### src/design/adc_result_to_volts_or_temperature_defines.svh
// Assertion macros shared by the converter result scaling block.
`ifndef ADC_RESULT_TO_VOLTS_OR_TEMPERATURE_DEFINES_SVH
`define ADC_RESULT_TO_VOLTS_OR_TEMPERATURE_DEFINES_SVH
// same-cycle implication, checked out of reset
`define ADCRV_ASSERT_IMP(lbl, ante, cons, msg) \
    lbl: assert property (@(posedge i_clk) disable iff (!i_rst_n) (ante) |-> (cons)) \
        else $error(msg);
// next-cycle implication, checked out of reset
`define ADCRV_ASSERT_NXT(lbl, ante, cons, msg) \
    lbl: assert property (@(posedge i_clk) disable iff (!i_rst_n) (ante) |=> (cons)) \
        else $error(msg);
`endif

### src/design/adcrv_pkg.sv
// Types and constants of the converter result scaling block.
package adcrv_pkg;

    localparam logic [4:0] CH_TEMP     = 5'd24;
    localparam logic [4:0] CH_BANDGAP  = 5'd25;
    localparam logic [4:0] CH_SUPPLY_A = 5'd26;
    localparam logic [4:0] CH_SUPPLY_B = 5'd27;

    localparam logic [2:0] CFG_ROOM_TEMP  = 3'd0;
    localparam logic [2:0] CFG_HOT_TEMP   = 3'd1;
    localparam logic [2:0] CFG_ROOM_CODE  = 3'd2;
    localparam logic [2:0] CFG_HOT_CODE   = 3'd3;
    localparam logic [2:0] CFG_ROOM_DRIFT = 3'd4;
    localparam logic [2:0] CFG_HOT_DRIFT  = 3'd5;
    localparam logic [2:0] CFG_IREF       = 3'd6;
    localparam logic [2:0] CFG_PIN_FS     = 3'd7;

    localparam int DIVIDEND_W = 80;
    localparam int DIVISOR_W  = 50;
    localparam int QUOT_W     = 33;
    localparam int QUEUE_DEPTH = 4;
    localparam int QPTR_W      = 2;

    typedef struct packed {
        logic [4:0]  channel;
        logic [11:0] raw_code;
    } t_in_item;

    typedef struct packed {
        logic signed [31:0] value;
        logic               is_temperature;
        logic               calib_error;
    } t_out_item;

    typedef struct packed {
        logic [11:0]       room_temp_tenths;
        logic [11:0]       hot_temp_tenths;
        logic [11:0]       room_code;
        logic [11:0]       hot_code;
        logic signed [7:0] room_ref_drift;
        logic signed [7:0] hot_ref_drift;
        logic [16:0]       internal_ref_volts;
        logic [18:0]       pin_full_scale_volts;
    } t_cfg;

    // one rounded division: value = round(65536 * num / den)
    typedef struct packed {
        logic [DIVIDEND_W-1:0] dividend;
        logic [DIVISOR_W-1:0]  divisor;
        logic                  neg;
        logic                  is_temp;
        logic                  err;
    } t_job;

    typedef struct packed {
        logic full;
        logic nonempty;
    } t_q_stat;

endpackage

### src/design/adcrv_queue.sv
// Short job queue between front end and divider.
module adcrv_queue (
    input  logic               i_clk,
    input  logic               i_rst_n,
    input  logic               i_push,
    input  adcrv_pkg::t_job    i_job,
    output logic               o_job_valid,
    output adcrv_pkg::t_job    o_job,
    output adcrv_pkg::t_q_stat o_stat
);

    adcrv_pkg::t_job r_mem [adcrv_pkg::QUEUE_DEPTH];
    logic [adcrv_pkg::QPTR_W-1:0] r_wr, r_rd;
    logic [adcrv_pkg::QPTR_W:0]   r_cnt;
    logic w_pop, w_push;

    // divider takes a job every cycle that the queue is not empty
    assign w_pop  = (r_cnt != '0);
    assign w_push = i_push && (r_cnt != (adcrv_pkg::QPTR_W + 1)'(adcrv_pkg::QUEUE_DEPTH));

    always_ff @(posedge i_clk) begin
        if (!i_rst_n) begin
            r_wr  <= '0;
            r_rd  <= '0;
            r_cnt <= '0;
        end else begin
            if (w_push) r_wr <= r_wr + 1'b1;
            if (w_pop)  r_rd <= r_rd + 1'b1;
            r_cnt <= r_cnt + (adcrv_pkg::QPTR_W + 1)'(w_push)
                           - (adcrv_pkg::QPTR_W + 1)'(w_pop);
        end
    end

    always_ff @(posedge i_clk) begin
        if (w_push) r_mem[r_wr] <= i_job;
    end

    assign o_job_valid     = w_pop;
    assign o_job           = r_mem[r_rd];
    assign o_stat.nonempty = w_pop;
    assign o_stat.full     = (r_cnt == (adcrv_pkg::QPTR_W + 1)'(adcrv_pkg::QUEUE_DEPTH));

endmodule

### config.mk
export PLATFORM = sky130hd
export DESIGN_NAME = adcrv_queue
export DESIGN_NICKNAME = d
export VERILOG_FILES = /design/src/design/adc_result_to_volts_or_temperature_defines.svh /design/src/design/adcrv_pkg.sv /design/src/design/adcrv_queue.sv
export SDC_FILE = /design/constraint.sdc
export NUM_CORES = 1
export LEC_CHECK = 0
export BUFFER_PORTS_ARGS = -buffer_cell sky130_fd_sc_hd__buf_4
export CORE_MARGIN = 2
export CORE_UTILIZATION = 57
export DETAILED_ROUTE_END_ITERATION = 10
export PLACE_DENSITY_LB_ADDON = 0.1
export SLEW_MARGIN = 5
export SYNTH_ARGS = -nofsm -noshare
export SYNTH_HDL_FRONTEND = slang
export SYNTH_SLANG_ARGS = --single-unit
### constraint.sdc
create_clock -name i_clk -period 7 [get_ports i_clk]
set_input_delay 2.1 -clock i_clk [delete_from_list [all_inputs] [get_ports i_clk]]
set_output_delay 2.1 -clock i_clk [all_outputs]
set_load 0.05 [all_outputs]
==> results.cfg <==
[clock_network]
clockBufferDepth = 3
clk_pin_slew_ps = 60
ctsHoldBuffers = 0
cts_sinks = 541
cts-root-buf = clkbuf_16
clk_latency_ps = 580
htreeDepth = 2
cts_setup_buffers = 0
cts_tree = done
numCtsBuffers = 52
cts.repair.resized = 0

[setup_path]
cp.arrival_ps = 2890
crit_family = flip-flops
worstPathRequired_ps = 4900
crit_end = o_job[53]
cp_num_cells = 3
startpoint_type = flip-flop
r2r-start = r_cnt[1]$_SDFF_PN0_
path_max_fanout = 36
r2r_cells = 4
worstSetupPathType = reg2out
path_cells = buf_4, mux4_2, buf_4
rrSetupSlack_ps = 4170
path_buf_inv = 2
endpoint_kind = output port
cp_common_cell = buf_4
slowest_stage = dfxtp_4
slowest_delay_ps = 830
crit-reg2reg-capture = r_mem[2][73]$_DFFE_PP_

[sta]
slew_headroom = 0.288
rsz0062_at_grt = no
hold_violations = 0
worst_slew_pin_slew_ps = 1070
setup-violations-final = 0
slew_violations = 0
setup_tns_ps = 0
fin_crit_sh = 0.712
fmax_mhz = 201
fin_skew_ps = 10.5
finalCriticalPeriod_ps = 4990

[logic_synthesis]
synth_top_family_by_area = multiplexers
synthMuxAreaShare = 0.154
syn_area_mm2 = 0.0196
ys.flop_type = edfxtp_1
synth_sequential_area_ratio = 0.823
syn_area_per_cell_um2 = 26.4
synthCells = 743
synth-simple-area-share = 0.00529
synth-xor-area-share = 0.00134
ys.warnings.count = 0
ys_ff_latch = 541
synth_compound_area_frac = 0.000382
synth_edf_count = 532
synthDistinctLibCells = 20
async_flop_share = 0
synthAdderAreaFrac = 0.00484
syn_nets = 886

[cells_and_area]
final_common_cell = edfxtp_1
multi_input_area_mm2 = 0.00326
mostFrequentLayoutCells = edfxtp_1 (532), buf_4 (272), mux4_2 (133), clkbuf_16 (53), clkbuf_1 (17)
final_nets = 1185
fillers = 2061
register_area_mm2 = 0.0162
area_delta_synth_final_pct = 21.4
final_cell_area_mm2 = 0.0238
drive_above_1_share = 0.453

[power]
seqPwrFrac = 0.383
peakVddDrop_mv = 0.357
p_per_area_mw_per_mm2 = 453
switchingPower_mw = 3.89
p_comb_frac = 0.366
power_frac_clock = 0.251
netSwitchingFraction = 0.360
power_leakage_nw = 8.01
internal-power_mw = 6.92

[detailed_routing]
wl_um = 36600
drtIter0Drc = 658
wl_per_cell_um = 23.9
antenna_left = 0
via_count = 8739
dr.pass1.iters = 5
drcViolationCount = 0
viasPerCell = 5.69

[place]
place_area_mm2 = 0.0222
io_buffers = 271
gp_congestion = 0.716
dp_hpwl_um = 21300

[grt]
grt_antenna_before_repair = 3
grtUsageTotal = 0.208
overflow = 0
grt_first_pass_wirelength_um = 54800
grt_start_max_net_pins = 96
grt_pass1_vias = 9042

[flow_run]
cap_viol_max_count = 0

[worst_hold_path]
min_path_type = reg2reg

[die]
die_h_um = 190
io_pins = 272
core_area_mm2 = 0.0337
dieArea_mm2 = 0.0360
placementRows = 67
die_w_um = 190
start_util = 0.583

[status]
status = finished, final reports clean
kinds of logic after synthesis:
family | Yosys count
AND/OR/NAND/NOR | 18
XOR/XNOR | 3
buffers and inverters | 38
multiplexers | 135
adder cells (fa/ha/maj) | 7
AO/OA/AOI/OAI | 1
flip-flops | 541
power groups by stage:
stage	registers (mW)	clock network (mW)	logic (mW)
floorplan	4.09	0	3.02
detailed placement	4.22	0	3.99
global placement	4.20	0	3.98
finish	4.14	2.71	3.95
CTS	4.16	2.77	4.00
global route	4.19	2.89	4.12
per-stage QoR:
step,utilization,instances,setup slack [ps],hold WS [ps],power [mW]
floorplan,-,743,955,468,7.10
global placement,0.658,1436,2510,485,8.19
detailed placement,0.658,1436,2500,502,8.21
CTS,0.707,1533,1870,510,10.9
global route,0.707,1533,1760,533,11.2
finish,0.708,1536,2010,505,10.8
Yosys cell counts, types with 2 or more instances:
library cell,instances,area share
ha_1,6,0.0038
nor2b_1,2,0.00064
mux4_2,133,0.15
and2_1,7,0.0022
inv_1,5,0.00096
clkbuf_1,8,0.0015
mux2i_1,2,0.0010
and3_1,2,0.00064
buf_2,15,0.0038
nand2_1,4,0.00076
dfxtp_1,9,0.0092
buf_6,9,0.0052
edfxtp_1,532,0.81
xnor2_1,3,0.0013
worst register-to-register path, stage by stage (launching register included):
cell and delay [ps]:
dfxtp_1 440, nor3b_1 130, nor2b_1 480, and2_4 800
buf_12 520
registers in the layout, indices dropped and copies added (netlist names), named ones only:
| register | cells |
|---|---|
| r_mem | 532 |
| r_cnt | 3 |
| r_rd | 2 |
| r_wr | 2 |
cell type report:
class,count,share of cell area
Antenna cell,3,0.000315
Sequential cell,541,0.678
Clock buffer,72,0.0595
Clock inverter,25,0.0107
Multi-Input combinational cell,164,0.137
Timing Repair Buffer,278,0.0907
Tap cell,448,0.0235
Inverter,5,0.000787
worst min path at each step:
stage / startpoint / end / cells after the start
4_1_cts: r_wr[1]$_SDFFE_PN0P_ / r_wr[1]$_SDFFE_PN0P_ / 2
3_5_place_dp: r_wr[1]$_SDFFE_PN0P_ / r_wr[1]$_SDFFE_PN0P_ / 2
6_report: r_wr[1]$_SDFFE_PN0P_ / r_wr[1]$_SDFFE_PN0P_ / 2
5_1_grt: r_wr[1]$_SDFFE_PN0P_ / r_wr[1]$_SDFFE_PN0P_ / 2
3_3_place_gp: r_wr[0]$_SDFFE_PN0P_ / r_wr[0]$_SDFFE_PN0P_ / 2
2_1_floorplan: r_wr[1]$_SDFFE_PN0P_ / r_wr[1]$_SDFFE_PN0P_ / 2
metal layers:
metal,wire [um],global-route usage
met1,14900,0.286
met2,18000,0.329
met3,2790,0.0577
met4,854,0.0692
met5,0,0
(Power assumes the default switching activity.)
